==> src/vdts_pkg.sv <==
// Package for the voxel distance trilinear sampler.
// Holds the payload structs, the queue entry type and the fixed-point constants.
// No dependencies.
package vdts_pkg;

  // Grid and number formats.
  localparam int MaxDim   = 64;
  localparam int DimW     = 6;
  localparam int FracBits = 16;
  localparam int PointW   = 20;
  localparam int VoxW     = 24;
  localparam int GridW    = 7;
  localparam int CutW     = 24;
  localparam int OutW     = 32;
  localparam int ScaledW  = PointW + 8;
  localparam int IdxW     = ScaledW - FracBits;
  localparam int WgtW     = FracBits + 1;
  localparam int PenW     = 32;
  localparam int BankAw   = 3 * (DimW - 1);
  localparam int NumBanks = 8;
  localparam int EpsFx    = ((1 << FracBits) + 500) / 1000;
  localparam logic [VoxW-1:0] VoxMax = {VoxW{1'b1}};

  // Configuration register indexes.
  localparam logic CfgGridSize = 1'b0;
  localparam logic CfgCutoff   = 1'b1;

  // Request modes.
  localparam logic ModeWrite = 1'b0;
  localparam logic ModeQuery = 1'b1;

  typedef enum logic [1:0] {
    OpWrite   = 2'd0,
    OpBlend   = 2'd1,
    OpOutside = 2'd2
  } op_e;

  typedef struct packed {
    logic                     mode;
    logic signed [PointW-1:0] point_x;
    logic signed [PointW-1:0] point_y;
    logic signed [PointW-1:0] point_z;
    logic [DimW-1:0]          cell_x;
    logic [DimW-1:0]          cell_y;
    logic [DimW-1:0]          cell_z;
    logic [VoxW-1:0]          cell_value;
  } in_item_t;

  typedef struct packed {
    logic [OutW-1:0] sampled_distance;
    logic            was_outside;
  } out_item_t;

  // One classified request as it waits between the front and the back.
  typedef struct packed {
    op_e                    op;
    logic [DimW-1:0]        base_x;
    logic [DimW-1:0]        base_y;
    logic [DimW-1:0]        base_z;
    logic [VoxW-1:0]        value;
    logic signed [WgtW-1:0] w_x;
    logic signed [WgtW-1:0] w_y;
    logic signed [WgtW-1:0] w_z;
    logic [PenW-1:0]        penalty;
  } q_entry_t;

  typedef struct packed {
    logic full;
    logic empty;
  } q_status_t;

endpackage

==> src/vdts_front.sv <==
// Front end of the sampler: accepts requests, scales query points by the grid
// size and classifies each one as write, blend or outside. Uses vdts_pkg.
module vdts_front (
  input  logic                       clk_i,
  input  logic                       rst_ni,
  input  logic                       in_valid_i,
  output logic                       in_stall_o,
  input  vdts_pkg::in_item_t         in_item_i,
  input  logic [vdts_pkg::GridW-1:0] grid_size_i,
  input  logic                       clear_busy_i,
  input  logic                       q_full_i,
  output logic                       push_o,
  output vdts_pkg::q_entry_t         entry_o
);
  import vdts_pkg::*;

  logic                      adv;
  logic [GridW-1:0]          n;
  logic signed [PointW-1:0]  pt [3];
  logic signed [ScaledW-1:0] s_d [3];
  logic signed [ScaledW-1:0] s_q [3];
  logic                      f1_valid_q;
  in_item_t                  f1_item_q;

  // Effective grid size is clamped to the store dimension.
  assign n = (grid_size_i > GridW'(MaxDim)) ? GridW'(MaxDim) : grid_size_i;

  assign pt[0] = in_item_i.point_x;
  assign pt[1] = in_item_i.point_y;
  assign pt[2] = in_item_i.point_z;

  // Scale each axis by the grid size.
  always_comb begin
    for (int a = 0; a < 3; a++) begin
      s_d[a] = ScaledW'(pt[a] * $signed({1'b0, n}));
    end
  end

  // The stage moves whenever its result can go into the queue.
  assign adv        = !f1_valid_q || !q_full_i;
  assign in_stall_o = !adv || clear_busy_i;
  assign push_o     = f1_valid_q && !q_full_i;

  always_ff @(posedge clk_i or negedge rst_ni) begin
    if (!rst_ni) begin
      f1_valid_q <= 1'b0;
    end else if (adv) begin
      f1_valid_q <= in_valid_i && !clear_busy_i;
    end
  end

  always_ff @(posedge clk_i) begin
    if (adv) begin
      f1_item_q <= in_item_i;
      for (int a = 0; a < 3; a++) begin
        s_q[a] <= s_d[a];
      end
    end
  end

  // Classify: cell index by truncation toward zero, weight, outside penalty.
  always_comb begin
    logic signed [ScaledW-1:0] neg;
    logic signed [ScaledW-1:0] w_full;
    logic signed [IdxW-1:0]    idx [3];
    logic signed [WgtW-1:0]    w [3];
    logic signed [IdxW-1:0]    n_s;
    logic signed [IdxW-1:0]    nm1;
    logic signed [PenW-1:0]    limit;
    logic signed [PenW-1:0]    pen;
    logic                      outside;

    n_s     = $signed(IdxW'(n));
    nm1     = n_s - IdxW'(1);
    limit   = (PenW'(nm1) <<< FracBits) - PenW'(EpsFx);
    pen     = '0;
    outside = 1'b0;
    for (int a = 0; a < 3; a++) begin
      neg    = -s_q[a];
      idx[a] = s_q[a][ScaledW-1] ? -$signed({1'b0, neg[ScaledW-2:FracBits]})
                                 :  $signed({1'b0, s_q[a][ScaledW-2:FracBits]});
      w_full = s_q[a] - (ScaledW'(idx[a]) <<< FracBits);
      w[a]   = w_full[WgtW-1:0];
      if (idx[a][IdxW-1] || idx[a] >= nm1) begin
        outside = 1'b1;
      end
      if (idx[a][IdxW-1]) begin
        pen = pen - PenW'(s_q[a]);
      end else if (idx[a] >= n_s) begin
        pen = pen + PenW'(s_q[a]) - limit;
      end
    end

    entry_o.value   = f1_item_q.cell_value;
    entry_o.w_x     = w[0];
    entry_o.w_y     = w[1];
    entry_o.w_z     = w[2];
    entry_o.penalty = pen;
    if (f1_item_q.mode == ModeWrite) begin
      entry_o.op     = OpWrite;
      entry_o.base_x = f1_item_q.cell_x;
      entry_o.base_y = f1_item_q.cell_y;
      entry_o.base_z = f1_item_q.cell_z;
    end else begin
      entry_o.op     = outside ? OpOutside : OpBlend;
      entry_o.base_x = idx[0][DimW-1:0];
      entry_o.base_y = idx[1][DimW-1:0];
      entry_o.base_z = idx[2][DimW-1:0];
    end
  end

endmodule

==> config.mk <==
export PLATFORM = sky130hd
export DESIGN_NAME = vdts_front
export DESIGN_NICKNAME = d
export VERILOG_FILES = /design/src/vdts_pkg.sv /design/src/vdts_front.sv
export SDC_FILE = /design/constraint.sdc
export NUM_CORES = 2
export LEC_CHECK = 0
export BUFFER_PORTS_ARGS = -buffer_cell sky130_fd_sc_hd__buf_4
export CAP_MARGIN = 20
export CORE_ASPECT_RATIO = 2
export CORE_UTILIZATION = 40
export DETAILED_ROUTE_END_ITERATION = 8
export PLACE_DENSITY = 0.55
export RECOVER_POWER = 25
export SYNTH_ARGS = -nofsm -noshare
export SYNTH_HDL_FRONTEND = slang
export SYNTH_SLANG_ARGS = --single-unit
==> constraint.sdc <==
create_clock -name clk_i -period 22.7 [get_ports clk_i]
set_input_delay 2.27 -clock clk_i [delete_from_list [all_inputs] [get_ports clk_i]]
set_output_delay 2.27 -clock clk_i [all_outputs]
set_load 0.03 [all_outputs]
# --- Word-level counts from Yosys, hierarchy flattened ---
# Memories as Yosys holds them, arrays and structs flattened.
# Index checks and enable logic that the tools add are counted.
classes:
  addsub: 19
  n_mul: 3
  magnitude_cmp: 7
  n_mux: 17
  n_reduce_logical: 11
ops:
  columns: ["operator", "count"]
  rows:
  - ["$mux W32", 6]
  - ["$mul A20 B8 Y28", 3]
  - ["$neg A27 Y27", 3]
  - ["$ge A12 B8 Y1", 6]
  - ["$add A32 B28 Y32", 2]
  - ["$sub A32 B25 Y32", 2]
  - ["$sub A32 B28 Y32", 2]
  - ["$sub A17 B17 Y17", 3]
  - ["$mux W12", 3]
  - ["$neg A11 Y12", 3]
  - ["$sub A1 B28 Y29 const A", 1]
  - ["$sub A28 B25 Y29", 1]
  - ["$sub A24 B8 Y25 const B", 1]
  - ["$mux W20", 1]
  - ["$sub A7 B1 Y8 const B", 1]
  - ["$gt A7 B7 Y1 const B", 1]
  - ["$mux W7", 1]
  - ["$logic_or A1 B1 Y1", 5]
  - ["$mux W1", 5]
  - ["$logic_not A1 Y1", 4]
  - ["$logic_and A1 B1 Y1", 2]
  - ["$mux W2", 1]
totals:
  register_bits: 44
  ramBits: 84
  inputBits: 115
  out_inout_bits: 129
  wordCells: 64
  mem_count: 1
memory_table:
  columns: ["name", "depth", "word_bits", "read_ports", "rd_ports_with_merged_regs", "write_ports", "line_no", "rtl"]
  rows:
  - ["s_q", 3, 28, 3, 0, 3, "vdts_front.sv:21", "logic signed [ScaledW-1:0] s_q [3];"]

# --- Depth between registers and ports, before layout ---
depth:
  ltp_word: 15
  depth_mapped: 55
  mapped_depth_nobuf: 51

# --- Least setup slack after synthesis ---
# OpenSTA, ideal clock, no wires.
synth_path:
  path_type: "input to output"
  from: "input grid_size_i[6] (netlist bit)"
  to: "output entry_o[30] (netlist bit)"
  t_arrival_ps: 11760
  slack_ps: 8670
  stages: 45
  path_buffers: 5
  cell_sequence: "clkbuf_1 -> clkbuf_1 -> nor2b_1 -> clkbuf_1 -> clkbuf_1 -> inv_1 -> ha_1 -> a21oi_1 -> nor2b_1 -> o21ai_0 -> a211oi_1 -> a2111oi_0 -> nand2_1 -> or4_1 -> buf_6 -> and3_1 -> or2_2 -> ha_1 -> [9 not listed] -> o21bai_1 -> xor2_1 -> a211oi_1 -> or2_2 -> fa_1 -> inv_1 -> ha_1 -> a21o_1 -> nor3b_1 -> nand2b_1 -> o21ai_0 -> o311ai_0 -> o41a_1 -> and3b_1 -> a2111oi_0 -> xnor2_1 -> a21oi_1 -> a22oi_1"
synth_lines:
  columns: ["item", "line_no", "rtl"]
  rows:
  - ["from (decl)", "vdts_front.sv:9", "input logic [vdts_pkg::GridW-1:0] grid_size_i,"]
  - ["to (decl)", "vdts_front.sv:13", "output vdts_pkg::q_entry_t entry_o"]

==> implementation parameters <==
Parameter                              Value

Clocking
  Library cell used as clock root buffer ... clkbuf_16
  CTS Buffer Depth ... 2
  Sink count of the clock tree ... 128
  Total of hold buffers inserted after clock tree synthesis ... 0
  Clock buffer count from CTS ... 17
  H-tree levels ... 4
  Worst-Skew Late Latency ... 0.48 ns
  CTS tree ... yes
  Number of setup buffers added after CTS ... 0
  Clock slew at reported path FFs ... 0.07 ns
  Post-cts sizing count ... 0

Timing
  Min cycle time layout ... approximately 16 ns
  Count of endpoints failing hold in the final timing report ... 0
  TNS Setup ... 0 ns
  Fin Clk Skew ... 0.008586 ns
  Setup repair after global routing missed its margin ... no
  Pin slew with the least headroom to its limit ... approximately 2.7 ns
  Number of endpoints failing setup at the final stage ... 0
  Achievable Freq ... around 62 MHz
  Max-slew violations ... 52
  Fin crit share ... 71.26%
  Worst relative slew slack ... -82.35%
  Final setup slack of the worst path ... 6.524 ns

Global routing
  GRT Util Overall ... 26.03%
  Met3 Track Usage GR ... 2.033%
  Wire length of the first global-routing pass ... 161.7 mm
  Met1 global-route usage ... 25.61%
  Vias in the first global route ... 29140
  Grt peak-use layer ... met2
  Antenna violations before repair ... 0
  Met2 Usage GRT ... 52.20%
  Maximum number of pins on one net before global-route repair ... 61
  Leftover overflow at the end of global routing ... 0

Floorplanning
  Boundary pin count ... 244
  Die Height ... 402.3 um
  Core Rows ... 146
  Starting density of the core ... between 40% and 50%
  Area inside the core boundary ... 0.07928 mm^2
  Width of the die ... 202.2 um
  Die Area ... 0.08133 mm^2

Hold path
  Hold Crit Class ... register to register

Placed design
  Number of buffer cells added on primary ports ... 243
  Detailed-placement wirelength estimate ... just under 90 mm
  Worst Setup Slack post-DPL ... 6.873 ns
  Gpl congestion ... 0.9589
  Standard cell area after detailed placement ... 0.03452 mm^2

Final layout
  Number of diodes added for antenna fixing ... 0
  Core utilization of the finished layout ... 44.30%
  Area Growth Syn to Fin ... 9.592%
  Proportion of layout cells with a drive suffix above 1 ... 9.385%
  Final instance area ... 0.03512 mm^2
  Count of nets after finishing ... around 4800

Route
  Number of DRC markers in iteration 0 ... between 1000 and 1500
  Via density per instance ... 5.495
  Number of optimization iterations in the first detailed-route pass ... 6
  Antenna-violating nets left ... 0
  Via Count ... 27410
  Detailed Route WL ... between 100 and 150 mm
  DR DRC count ... 0
  Detailed-route wire length per cell ... 21.11 um

Critical path
  Highest fanout seen on the critical path ... 27
  Slowest cell on the critical path ... o31ai_1
  Largest stage delay, worst path ... 0.55 ns
  Critical setup path kind ... register to output port
  Critical path buffers and inverters ... 7
  Worst endpoint data arrival time ... about 14 ns
  Worst endpoint required time ... 20.43 ns
  Element type at the critical path start ... register
  Element type at the critical path end ... output port
  Cell family with the largest share of critical-path delay ... compound AO/OA/AOI/OAI gates
  Crit-path most repeated cell ... ha_1

Synthesis
  Area contributors post-synth ... fa_1, ha_1, edfxtp_1
  Primary flip-flop cell chosen by synthesis mapping ... edfxtp_1
  Number of cells produced by synthesis ... 3826
  Share of Yosys cell area claimed by the top area cell type ... between 20% and 30%
  Share of async-settable or async-resettable flops after synthesis ... 0.7813%
  Number of different library cells in the post-synthesis netlist ... 101
  EDFF count, synth ... 127
  Synthesis warning total ... 0
  Portion of the post-synthesis area used by sequential elements ... 11.98%
  Synth Net Count ... roughly 4700
  Average footprint of a synthesized cell ... 8.377 um^2
  Leading area contributor after synthesis ... fa_1
  Flops & latches, synth ... 128
  Post-synthesis instance area ... about 0.032 mm^2

Status
  Outcome ... finished, violations left
  Violations in the final reports ... max-capacitance violations, max-slew violations

Run
  Max cap viols ... 1
## cells in the mapped netlist (18+ instances only)
library cell,number
a211oi_1,18
and2_1,207
nand4_1,34
a31oi_1,43
xor2_1,62
nor2_1,214
or3_1,22
buf_4,73
and3_1,33
nor2b_1,40
edfxtp_1,127
inv_1,592
nor3_1,68
xnor2_1,176
o21a_1,33
nand2b_1,52
ha_1,391
nand2_1,380
o21bai_1,19
o21ai_0,140
fa_1,345
a21o_1,72
a21oi_1,191
clkbuf_1,97
nor4_1,24
nand3_1,58
## cells by family (layout without fill, tap and decap cells)
group,after synthesis,in the layout,share of synthesized area [%]
AO/OA/AOI/OAI,715,715,14.76
XOR/XNOR,238,238,6.504
buffers and inverters,777,904,10.05
flip-flops,128,128,11.98
adder cells (fa/ha/maj),744,744,37.06
AND/OR/NAND/NOR,1209,1209,19.11
multiplexers,15,15,0.5387
## placed cells by master (no fill, tap or decap), types with 24 or more instances in the layout
master    instances
xor2_1           62
and3_1           33
nand4_1          34
nor3_1           67
edfxtp_1        127
nand2b_1         52
nor2b_1          34
xnor2_1         176
a21o_1           72
fa_1            345
inv_1           592
a31oi_1          43
clkbuf_4         45
nor2_1          214
and2_1          207
buf_4           230
o21ai_0         140
o21a_1           33
nand3_1          58
a21oi_1         191
nand2_1         380
ha_1            391
nor4_1           24
## area by class of cell
cell class              count  area [um^2]
flip-flops and latches    128         3839
fillers                  8113        44160
well taps                1036         1296
clock buffers              20        436.7
repair buffers            277         2072
inverters                 595         2233
multi-input cells        2921        25070
clock inverters            12        180.2
## worst paths after layout
kind / start / to / slack [ns] / cells past startpoint
worst min-delay path: f1_valid_q / entry_o[99] / 1.21 / 1
worst min register to register: f1_valid_q / entry_o[99] / 1.21 / 1
max in group asynchronous: rst_ni / f1_valid_q / 21.04 / 1
min in group asynchronous: rst_ni / f1_valid_q / 1.58 / 1
worst max register to register: f1_valid_q / f1_item_q[37] / 18.31 / 3
worst max-delay path: s_q[0][2] / entry_o[30] / 6.52 / 52
## sequential cells by signal, summed over array words and instances (netlist names)
signal      flops
entry_o        24
s_q            84
f1_valid_q      1
f1_item_q      19
## worst register-to-register path, cell delays in order, from the launching register on
cell	delay (ns)
dfrtp_1	0.37
nand2_1	0.66
clkbuf_1	1.99
buf_4	0.91
## per-stage QoR
step,std cells,hold WS [ns]
2_1_floorplan,3826,1.974
3_3_place_gp,4956,0.7934
3_5_place_dp,4957,0.7992
4_1_cts,4989,0.8013
5_1_grt,4989,1.302
6_report,4989,1.210
## per-layer routing
| layer | wire [um] | part of all wire [%] |
|---|---|---|
| met1 | 37340 | 35 |
| met2 | 58900 | 56 |
| met3 | 3016 | 2.9 |
| met4 | 6058 | 5.8 |
| met5 | 0 | 0 |
Power is left out: the tool's default activity adds up to more than one toggle a clock period on the data nets, which glitch-free logic cannot reach.
