===== src/vdts_pkg.sv =====
// Package for the voxel distance trilinear sampler.
// Holds the payload structs, the queue entry type and the fixed-point constants.
// No dependencies.
package vdts_pkg;

  // Grid and number formats.
  localparam int MaxDim   = 64;
  localparam int DimW     = 6;
  localparam int FracBits = 16;
  localparam int PointW   = 20;
  localparam int VoxW     = 24;
  localparam int GridW    = 7;
  localparam int CutW     = 24;
  localparam int OutW     = 32;
  localparam int ScaledW  = PointW + 8;
  localparam int IdxW     = ScaledW - FracBits;
  localparam int WgtW     = FracBits + 1;
  localparam int PenW     = 32;
  localparam int BankAw   = 3 * (DimW - 1);
  localparam int NumBanks = 8;
  localparam int EpsFx    = ((1 << FracBits) + 500) / 1000;
  localparam logic [VoxW-1:0] VoxMax = {VoxW{1'b1}};

  // Configuration register indexes.
  localparam logic CfgGridSize = 1'b0;
  localparam logic CfgCutoff   = 1'b1;

  // Request modes.
  localparam logic ModeWrite = 1'b0;
  localparam logic ModeQuery = 1'b1;

  typedef enum logic [1:0] {
    OpWrite   = 2'd0,
    OpBlend   = 2'd1,
    OpOutside = 2'd2
  } op_e;

  typedef struct packed {
    logic                     mode;
    logic signed [PointW-1:0] point_x;
    logic signed [PointW-1:0] point_y;
    logic signed [PointW-1:0] point_z;
    logic [DimW-1:0]          cell_x;
    logic [DimW-1:0]          cell_y;
    logic [DimW-1:0]          cell_z;
    logic [VoxW-1:0]          cell_value;
  } in_item_t;

  typedef struct packed {
    logic [OutW-1:0] sampled_distance;
    logic            was_outside;
  } out_item_t;

  // One classified request as it waits between the front and the back.
  typedef struct packed {
    op_e                    op;
    logic [DimW-1:0]        base_x;
    logic [DimW-1:0]        base_y;
    logic [DimW-1:0]        base_z;
    logic [VoxW-1:0]        value;
    logic signed [WgtW-1:0] w_x;
    logic signed [WgtW-1:0] w_y;
    logic signed [WgtW-1:0] w_z;
    logic [PenW-1:0]        penalty;
  } q_entry_t;

  typedef struct packed {
    logic full;
    logic empty;
  } q_status_t;

endpackage


===== src/vdts_fifo.sv =====
// Short request queue between the front and the back of the sampler.
// Uses vdts_pkg for the entry type.
module vdts_fifo #(
  parameter int Depth = 4
) (
  input  logic                    clk_i,
  input  logic                    rst_ni,
  input  logic                    push_i,
  input  vdts_pkg::q_entry_t      wdata_i,
  input  logic                    pop_i,
  output vdts_pkg::q_entry_t      rdata_o,
  output vdts_pkg::q_status_t     status_o
);
  import vdts_pkg::*;

  localparam int PtrW = (Depth > 1) ? $clog2(Depth) : 1;
  localparam int CntW = $clog2(Depth + 1);

  q_entry_t        mem_q [Depth];
  logic [PtrW-1:0] wr_ptr_q, rd_ptr_q;
  logic [CntW-1:0] count_q;

  assign status_o.full  = (count_q == CntW'(Depth));
  assign status_o.empty = (count_q == '0);
  assign rdata_o        = mem_q[rd_ptr_q];

  // Entry storage.
  always_ff @(posedge clk_i) begin
    if (push_i) begin
      mem_q[wr_ptr_q] <= wdata_i;
    end
  end

  // Pointers and fill count.
  always_ff @(posedge clk_i or negedge rst_ni) begin
    if (!rst_ni) begin
      wr_ptr_q <= '0;
      rd_ptr_q <= '0;
      count_q  <= '0;
    end else begin
      if (push_i) begin
        wr_ptr_q <= (wr_ptr_q == PtrW'(Depth - 1)) ? '0 : wr_ptr_q + 1'b1;
      end
      if (pop_i) begin
        rd_ptr_q <= (rd_ptr_q == PtrW'(Depth - 1)) ? '0 : rd_ptr_q + 1'b1;
      end
      if (push_i && !pop_i) begin
        count_q <= count_q + 1'b1;
      end else if (pop_i && !push_i) begin
        count_q <= count_q - 1'b1;
      end
    end
  end

endmodule


===== config.mk =====
export PLATFORM = sky130hd
export DESIGN_NAME = vdts_fifo
export DESIGN_NICKNAME = d
export VERILOG_FILES = /design/src/vdts_pkg.sv /design/src/vdts_fifo.sv
export SDC_FILE = /design/constraint.sdc
export NUM_CORES = 1
export LEC_CHECK = 0
export ABC_AREA = 0
export BUFFER_PORTS_ARGS = -buffer_cell sky130_fd_sc_hd__buf_4
export CAP_MARGIN = 10
export CORE_MARGIN = 2
export CORE_UTILIZATION = 50
export CTS_BUF_LIST = sky130_fd_sc_hd__clkbuf_8 sky130_fd_sc_hd__clkbuf_16
export CTS_CLUSTER_DIAMETER = 100
export DETAILED_ROUTE_END_ITERATION = 6
export GPL_ROUTABILITY_DRIVEN = 0
export HOLD_SLACK_MARGIN = 0.06
export PLACE_DENSITY = 0.78
export REMOVE_ABC_BUFFERS = 1
export SLEW_MARGIN = 25
export SYNTH_ARGS = -nofsm -noshare
export SYNTH_HDL_FRONTEND = slang
export SYNTH_SLANG_ARGS = --single-unit

===== constraint.sdc =====
create_clock -name clk_i -period 10.3 [get_ports clk_i]
set_input_delay 1.545 -clock clk_i [delete_from_list [all_inputs] [get_ports clk_i]]
set_output_delay 1.545 -clock clk_i [all_outputs]
set_load 0.02 [all_outputs]

After elaboration in Yosys (flattened, before gate mapping)
Memory sizes are Yosys's and may differ from the RTL's.
Cells that the tools add are included.
Storage, ports and cells
  register bits: 7
  bits in writable memories: 508
  input bits: 131
  output and inout port bits: 129
  logic and storage cells: 23
  memories: 1
Operators by class
  add/subtract/negate cells: 4
  equality and inequality tests: 3
  mux-type cells: 6
  reductions and logical operators: 6
Memory list
  mem_q: words 4, width 127, read ports 1, clocked after memory_dff 0, write ports 1, RTL line vdts_fifo.sv:19  | q_entry_t mem_q [Depth];
Operators with widths (number)
  $mux 3: 2
  $add 2x1->2 const B: 2
  $eq 2x2->1 const B: 2
  $mux 2: 2
  $add 3x1->3 const B: 1
  $eq 3x3->1 const B: 1
  $logic_not 3->1: 1
  $sub 3x1->3 const B: 1
  $logic_and 1x1->1: 2
  $logic_not 1->1: 2
  $mux 1: 2
  $reduce_bool 2->1: 1

Longest topological paths before layout
Gate-level depths: netlist of the first run.
  depth after elaboration: 4
  gate-level depth with buffers: 7

Worst setup path after synthesis of the first run
No wires, ideal clock.
  path kind: in2reg
  start point: input push_i
  end point: memory mem_q[2][0] (netlist name), enable pin
  library setup time: 0.501 ns
  data arrival time: 4.456 ns
  setup slack: 5.344 ns
  stages: 1
  buffers on the path: 0
  cells stage by stage: and2_1
Between the ends
  word-level cells in the longest chain between the ends: 2
RTL lines
  from (decl): RTL line vdts_fifo.sv:8  | input logic push_i,
  $mux 1: RTL line vdts_fifo.sv:29  | if (push_i) begin
  $mux 1 (implied by the code): RTL line vdts_fifo.sv:30  | mem_q[wr_ptr_q] <= wdata_i;
  to (decl): RTL line vdts_fifo.sv:19
Every way passes these cells.

==> results, run 1 <==
- For this run, the detailed router's first-pass iteration total came to 5.
- The net count of the finished layout is 1132.
- The overall die area is approximately 39000 µm².
- The H-tree was split into 2 levels.
- The start point of the worst hold path is count_q[2].
- The share of total power in the clock network is 27.0%.
- Of the total power, the share spent switching nets is ~30%.
- The number of unique standard cell types used by synthesis is 19.
- The clock latency at the later pin of the worst-skew pair is approximately 0.57 ns.
- The die outline height is ~200 µm.
- Of the cells placed in the final design, the portion with a size suffix greater than 1 is 46.3%.
- The register bit total from synthesis is approximately 500.
- The cell internal power dissipation is approximately 4.7 mW.
- Counting flops with a built-in enable in the synthesized netlist gives around 510.
- The slowest stage of the critical path is the dfrtp_4 cell.
- The portion of total power attributed to sequential cells is approximately two fifths.
- In this run the standard cell core region covers 36800 µm².
- In this run the critical register-to-register path is launched from wr_ptr_q[0].
- Setup repair after global routing left no endpoint under its margin.
- The synthesized design spends more area on one cell type than any other, namely edfxtp_1.
- In the synthesized netlist the async set-or-reset flop fraction comes to between 1 and 1.5%.
- The most frequent cell on the critical path is buf_4.
- The effective utilization at floorplan is about half.
- The critical path in this run is classified as reg -> out.
- Max-cap violations in this run came to 0.
- The CTS clock-pin slew for the worst setup and hold paths is ~0.060 ns.
- For this design the total switching power over the nets is approximately 2.0 mW.
- From left edge to right edge, the die measures roughly 200 µm.
- Setup violations remaining at the end of the flow were counted as 0.
- The highest clock rate is 0.196 GHz.
- For this block, the routed nets add up to between 30000 and 40000 µm of wire.
- The library cells used most frequently in the layout, excluding fill and tap cells, are edfxtp_1, buf_4, mux4_2, clkbuf_16, clkinv_1.
- The clock net sink count is slightly above 500.
- For the pin with the worst max-slew slack, the measured transition is 0.999 ns.
- The arrival time of the worst setup path is between 3 and 4 ns.
- The maximum fanout count along the critical path is 40.
- Dividing the synthesized area by the synthesized cell count gives about 27 µm².
- The count of antenna-violating nets left after detailed routing is 0.
- The origin of the worst setup path is rd_ptr_q[0].
- Data on the critical path is required at its endpoint by 8.76 ns.
- On the final layout, the worst clock skew is ~0.0097 ns.
- The remaining routing DRC violations is 0.
- The element type at the critical path start is a flop.
- The clock tree root driver cell is clkbuf_16.
- The footprint of the flip-flops and latches is around 15000 µm².
- Per report_power, the combinational group accounts for around 31% of the total.
- The DRC marker count from the first detailed-route iteration is about 430.
- The worst hold path belongs to the class reg -> reg.
- Clock tree synthesis inserted a total of 50 buffers.
- The post-synth design cell area is roughly 19000 µm².
- Across all layers, the routed design uses 8377 vias.
- Fill cells in the final layout number about 2400.
- The number of global-route vias before repair came to between 8000 and 9000.
- For this design, the CTS-stage hold fixing added 0 buffers.
- After global routing the overflow that remains totals 0.
- Dividing the detail-routed wire length by the instance count gives between 20 and 25 µm.
- The share of the yosys chip area belonging to registers is between 80% and 90%.
- The area share of the largest cell type after synthesis is about four fifths.
- For this run, the slowest stage of the critical path takes roughly 0.76 ns.
- Input and output buffers added on the ports amount to approximately 260.
- The first-pass GRT wire length is about 53000 µm.
- In the synthesized netlist, the number of instances is 700.
- Compared with the post-synthesis result, the final layout area differs by 21.9%.
- The Yosys warning count is 0.
- The number of primary I/O pins is 260.
- The final critical-path required period is 5.11 ns.
- The number of vias per cell after detailed routing is between 5 and 6.
- Counting along the longest clock path gives a buffer depth of 3.
- The pin count of the biggest net entering global routing is a little over 70.
- The most frequently used flop master after synthesis is edfxtp_1.
- The largest voltage drop on the vdd net is about 0.18 mV.
- The flow ran to the end, and the final reports show no timing, DRC or antenna violations.
- The part of the cycle the worst path needs is 49.6%.
- The static power due to leakage is 7.82 nW.
- The total negative setup slack is 0 ns.
- In the post-synthesis netlist, the biggest area contributors are edfxtp_1, mux4_2, dfrtp_1.
- The area of combinational cells with multiple inputs is just over 3000 µm².
- The TritonCTS clock tree is done.
- STA classifies the critical path endpoint as a primary output.
- The HPWL after detailed placement is 20500 µm.
- The leading cell type in the layout, fill and taps excluded is edfxtp_1.
- The number of resized instances in the post-cts repair step is 0.
- The number of slew-limit violations in the final report came to 0.
- Walking the worst path, the cells encountered are buf_4 > buf_4 > mux4_2 > buf_4.
- In the global route stage, overall resource usage came out at about 18%.
- The count of final hold-check violations is 0.
- The final standard cell count with taps included and fillers excluded is ~1500.
- The number of antenna violations at the first check in global routing is 2.
- The post-CTS setup repair buffer count is 0.
- The cell area power density is around 300 nW/µm².
- The floorplan has 70 rows.
- After detailed placement, the design holds a cell count of approximately 1400.
- The worst slew margin relative to its limit is between 30% and 40%.
[stage by stage]
stage | utilization [%] | setup slack (ns) | area [µm²] | total power [mW] | hold WS (ns)
final | 62.1 | 5.19 | 22900 | 6.75 | 0.497
after floorplan | - | 3.08 | 18500 | 4.28 | 0.456
after global routing | 62.1 | 4.87 | 22900 | 7.04 | 0.521
after detailed placement | 57.5 | 5.69 | 21100 | 5.01 | 0.482
after global placement | 57.5 | 5.73 | 21100 | 4.97 | 0.474
after CTS | 62.0 | 5.03 | 22800 | 6.84 | 0.496
[cells in the mapped netlist, types with 2 or more instances]
cell type and count:
mux2_2 3, and2_1 4, ha_1 6, nor2_1 3
buf_6 13, dfrtp_1 7, mux4_2 127, xor2_1 2
inv_1 4, nand2_1 2, edfxtp_1 508, buf_2 13
o21ai_0 2
[layout make-up]
type                            instances  share of cell area (%)
Tap cell                              468                    2.56
Multi-Input combinational cell        153                    13.5
Sequential cell                       515                    67.5
Inverter                                4                  0.0657
Timing Repair Buffer                  270                    8.97
Antenna cell                            2                  0.0219
Clock inverter                         40                    1.52
Clock buffer                           53                    5.80
[state kept, by name, summed over array words and instances, names as in the netlist]
register and flops:
mem_q 508, rd_ptr_q 2, wr_ptr_q 2, count_q 3
[metal layers]
metal  track usage [%]  part of all wire (%)
met3              5.45                   7.9
met5                 0                     0
met4              6.91                   2.4
met2              29.2                    50
met1              24.0                    40
[power by group through the flow]
stage	combinational [mW]	clock (mW)	sequential, mW
finish	2.12	1.82	2.81
global placement	2.08	0	2.89
global route	2.25	1.94	2.85
CTS	2.11	1.86	2.87
detailed placement	2.10	0	2.91
floorplan	1.29	0	2.99
[final timing paths]
kind / endpoint / slack [ns] / cells after the start
max: rdata_o[126] / 5.19 / 4
min: count_q[2] / 0.50 / 1
max reg2reg: mem_q[2][81] / 7.47 / 4
min reg2reg: count_q[2] / 0.50 / 1
max in group asynchronous: rd_ptr_q[0] / 9.39 / 1
min in group asynchronous: count_q[0] / 0.77 / 1
[cells by family after synthesis]
logic type	synth area share, %
XOR/XNOR	0.140
buffers and inverters	1.27
AND/OR/NAND/NOR	0.300
AO/OA/AOI/OAI	0.0534
flip-flops	82.3
adder cells (fa/ha/maj)	0.507
multiplexers	15.4
[critical path: cells and delay by family (launching register included)]
kind                   cells  cell delay (ns)
buffers and inverters      3             1.50
flip-flops                 1             0.76
multiplexers               1             0.65
Power figures use the tool's default switching activity.
==> run 2: changes to the inputs <==
==> constraint.sdc (replaced) <==
create_clock -name clk_i -period 5.1 [get_ports clk_i]
set_input_delay 0.765 -clock clk_i [delete_from_list [all_inputs] [get_ports clk_i]]
set_output_delay 0.765 -clock clk_i [all_outputs]
set_load 0.02 [all_outputs]
==> results, run 2 (same netlist as run 1, synthesis figures left out) <==
- Summing all non-filler instances in the final layout gives an area of around 23000 µm².
- The static power due to leakage is 7.85 nW.
- Dividing the detail-routed wire length by the instance count gives 23.1 µm.
- Dividing the final minimum period by the clock period gives roughly 70%.
- The start point of the worst hold path is wdata_i[83].
- The register with the most flip-flops in the layout has between 500 and 600 of them.
- In the final layout, the multi-input gates occupy 3090 µm².
- The count of final hold-check violations is 0.
- For this block, the initial DRC count from the detailed router was 415.
- The tree is rooted in a clkbuf_16.
- Using the TritonRoute via totals, the vias-per-cell ratio works out to roughly 5.5.
- The leading cell type in the layout, fill and taps excluded is edfxtp_1.
- The slew of the pin with the lowest slew margin is around 1 ns.
- Wires add up to 34800 µm.
- The count of nets after finishing is 1132.
- The critical setup path kind is reg -> out.
- Clock skew on the completed layout was measured at approximately 0.013 ns.
- Buffers inserted during clock tree synthesis total 50.
- The count of placed standard cells including taps is ~1400.
- The die outline height is about 200 µm.
- The pin count of the biggest net entering global routing is 79.
- The element type at the critical path start is a flop.
- The overall die area is roughly 39000 µm².
- The clock net sink count is approximately 520.
- The arrival time of the worst setup path is about 2.7 ns.
- The signal on the critical path passes through buf_12 > mux4_2 > buf_4.
- For hold timing, the worst endpoint is mem_q[2][83].
- More flip-flops sit in one register than any other, and that register is mem_q.
- Max-cap violations in this run came to 0.
- The worst pin sits at a relative slew slack of between 30 and 40%.
- The final standard cell count with taps included and fillers excluded is approximately 1500.
- The first global-routing pass estimated 52000 µm of wire.
- The die is ~200 µm wide.
- The worst-case IR drop observed on VDD is 0.402 mV.
- Setup violations remaining at the end of the flow were counted as 0.
- Dividing total power by cell area gives a power density of roughly 600 nW/µm².
- The detail route stage leaves a number of antenna-violating nets equal to 0.
- The overall overflow remaining after global route is 0.
- The TritonCTS clock tree is done.
- The footprint of the flip-flops and latches is about 15000 µm².
- The detailed placement HPWL is between 20000 and 25000 µm.
- The library cells used most frequently in the layout, excluding fill and tap cells, are edfxtp_1, buf_4, mux4_2, clkbuf_16, clkinv_1.
- The min-delay analysis places its worst path in the category in -> reg.
- The post-route worst setup slack is between 1.5 and 2 ns.
- Counting cells, the worst reg-to-reg path comes to 4.
- The number of global-route vias before repair is 8838.
- Cells with a size suffix above 1 make up a little under half of the layout.
- Timing would allow up to 0.285 GHz.
- The utilization after layout is between 60% and 70%.
- The overall global routing resource usage is 18.1%.
- The floorplan has 70 rows.
- The smallest hold slack is around 0.39 ns.
- The placement-stage cell area is 21200 µm².
- In the final layout, the registers with the most flip-flops are mem_q: 508 flops, count_q: 3 flops.
- For this run, the slowest stage of the critical path takes between 1 and 1.5 ns.
- The clock passes through at most 3 buffers.
- The standard cell with the maximum stage delay on the critical path is dfrtp_4.
- The floorplan step defined a core boundary enclosing around 37000 µm².
- Along the worst hold path, the cell count comes to 1.
- The initial utilization of the core area, before any placement, comes to 51.0%.
- Setup repair after global routing left no endpoint under its margin.
- The run finished with clean final reports.
- Counting the fill cells in the layout gives around 2500.
- The count of buffers added on input and output ports is roughly 260.
- The worst register-to-register path ends at mem_q[1][67].
- The type of destination of the critical path is a primary output.
- From synthesis to final layout, the design area changed by 22.4%.
- The number of antenna violations at the first check in global routing was 2.
- The number of slew-limit violations in the final report is 0.
- The total via count in the routed design is about 8300.
- The number of buffers inserted by hold repair at cts is 1.
- In the routed design, unresolved DRC markers number 0.
- The worst register-to-register path begins at wr_ptr_q[1].
- Clock-pin slew was measured on the worst setup and hold paths at 0.06 ns.
- After clock tree synthesis, the setup repair step added 0 buffers.
- For the worst setup path, the data required time is 4.34 ns.
- For the worst-skew pair, the clock arrives at the later sink with an insertion delay of ~0.58 ns.
- OpenSTA, run right after detailed placement, puts the worst setup slack at 2.14 ns.
- The CTS H-tree depth is 2.
- The number of primary I/O pins is 260.
- The final critical-path required period is 3.51 ns.
- The number of optimization iterations in the first detailed-route pass is 6.
- The number of gates resized after CTS was 0.
- The setup check on the worst reg-to-reg path leaves a slack of ~2.8 ns.
- The maximum fanout count along the critical path is 68.
-- run 2: cell count changes in the layout (fill, tap and decap cells not counted), sizes merged --
cell and change:
clkinv +3, clkinvlp -2, buf -1, bufinv +1
diode -1, dlygate4sd3 +1, inv -1
-- run 2: metal layers --
metal / share of wire, % / global-route usage, % / vias to the layer above
met4: 1.7 / 6.15 / 2
met5: 0.037 / 0 / -
met3: 8.2 / 5.75 / 40
li1: - / - / 3628
met1: 39 / 23.4 / 4336
met2: 51 / 29.4 / 260
-- run 2: per-stage QoR --
step / total power, mW / TNS, ns
floorplan: 8.65 / -172.19
global placement: 10.1 / 0
detailed placement: 10.2 / 0
CTS: 13.9 / 0
global route: 14.3 / 0
finish: 13.7 / 0
-- run 2: worst max-delay path: cells and delay by family, from the launching register on --
family	cells	cell delay, ns
mux	1	0.42
buf+inv	2	0.59
flops	1	1.02
-- run 2: worst max path at each step --
stage / start / to / slack (ns) / cells after the start
floorplan: rd_ptr_q[0] / rdata_o[0] / -1.34 / 1
global placement: rd_ptr_q[0] / rdata_o[13] / 2.12 / 3
detailed placement: rd_ptr_q[0] / rdata_o[13] / 2.14 / 3
CTS: rd_ptr_q[0] / rdata_o[13] / 1.50 / 3
global route: rd_ptr_q[0] / rdata_o[31] / 1.41 / 3
finish: rd_ptr_q[1] / rdata_o[120] / 1.59 / 3
-- run 2: layout make-up --
type	instances	area share (%)
Clock buffer	53	5.78
Timing Repair Buffer	270	9.31
Sequential cell	515	67.3
Clock inverter	41	1.55
Tap cell	468	2.55
Antenna cell	1	0.0109
Inverter	4	0.0654
Multi-Input combinational cell	153	13.5
-- run 2: power by group --
part / internal (mW) / switching (mW)
Sequential: 5.42 / 0.317
Combinational: 1.98 / 2.27
Clock: 2.22 / 1.47
Total: 9.63 / 4.06
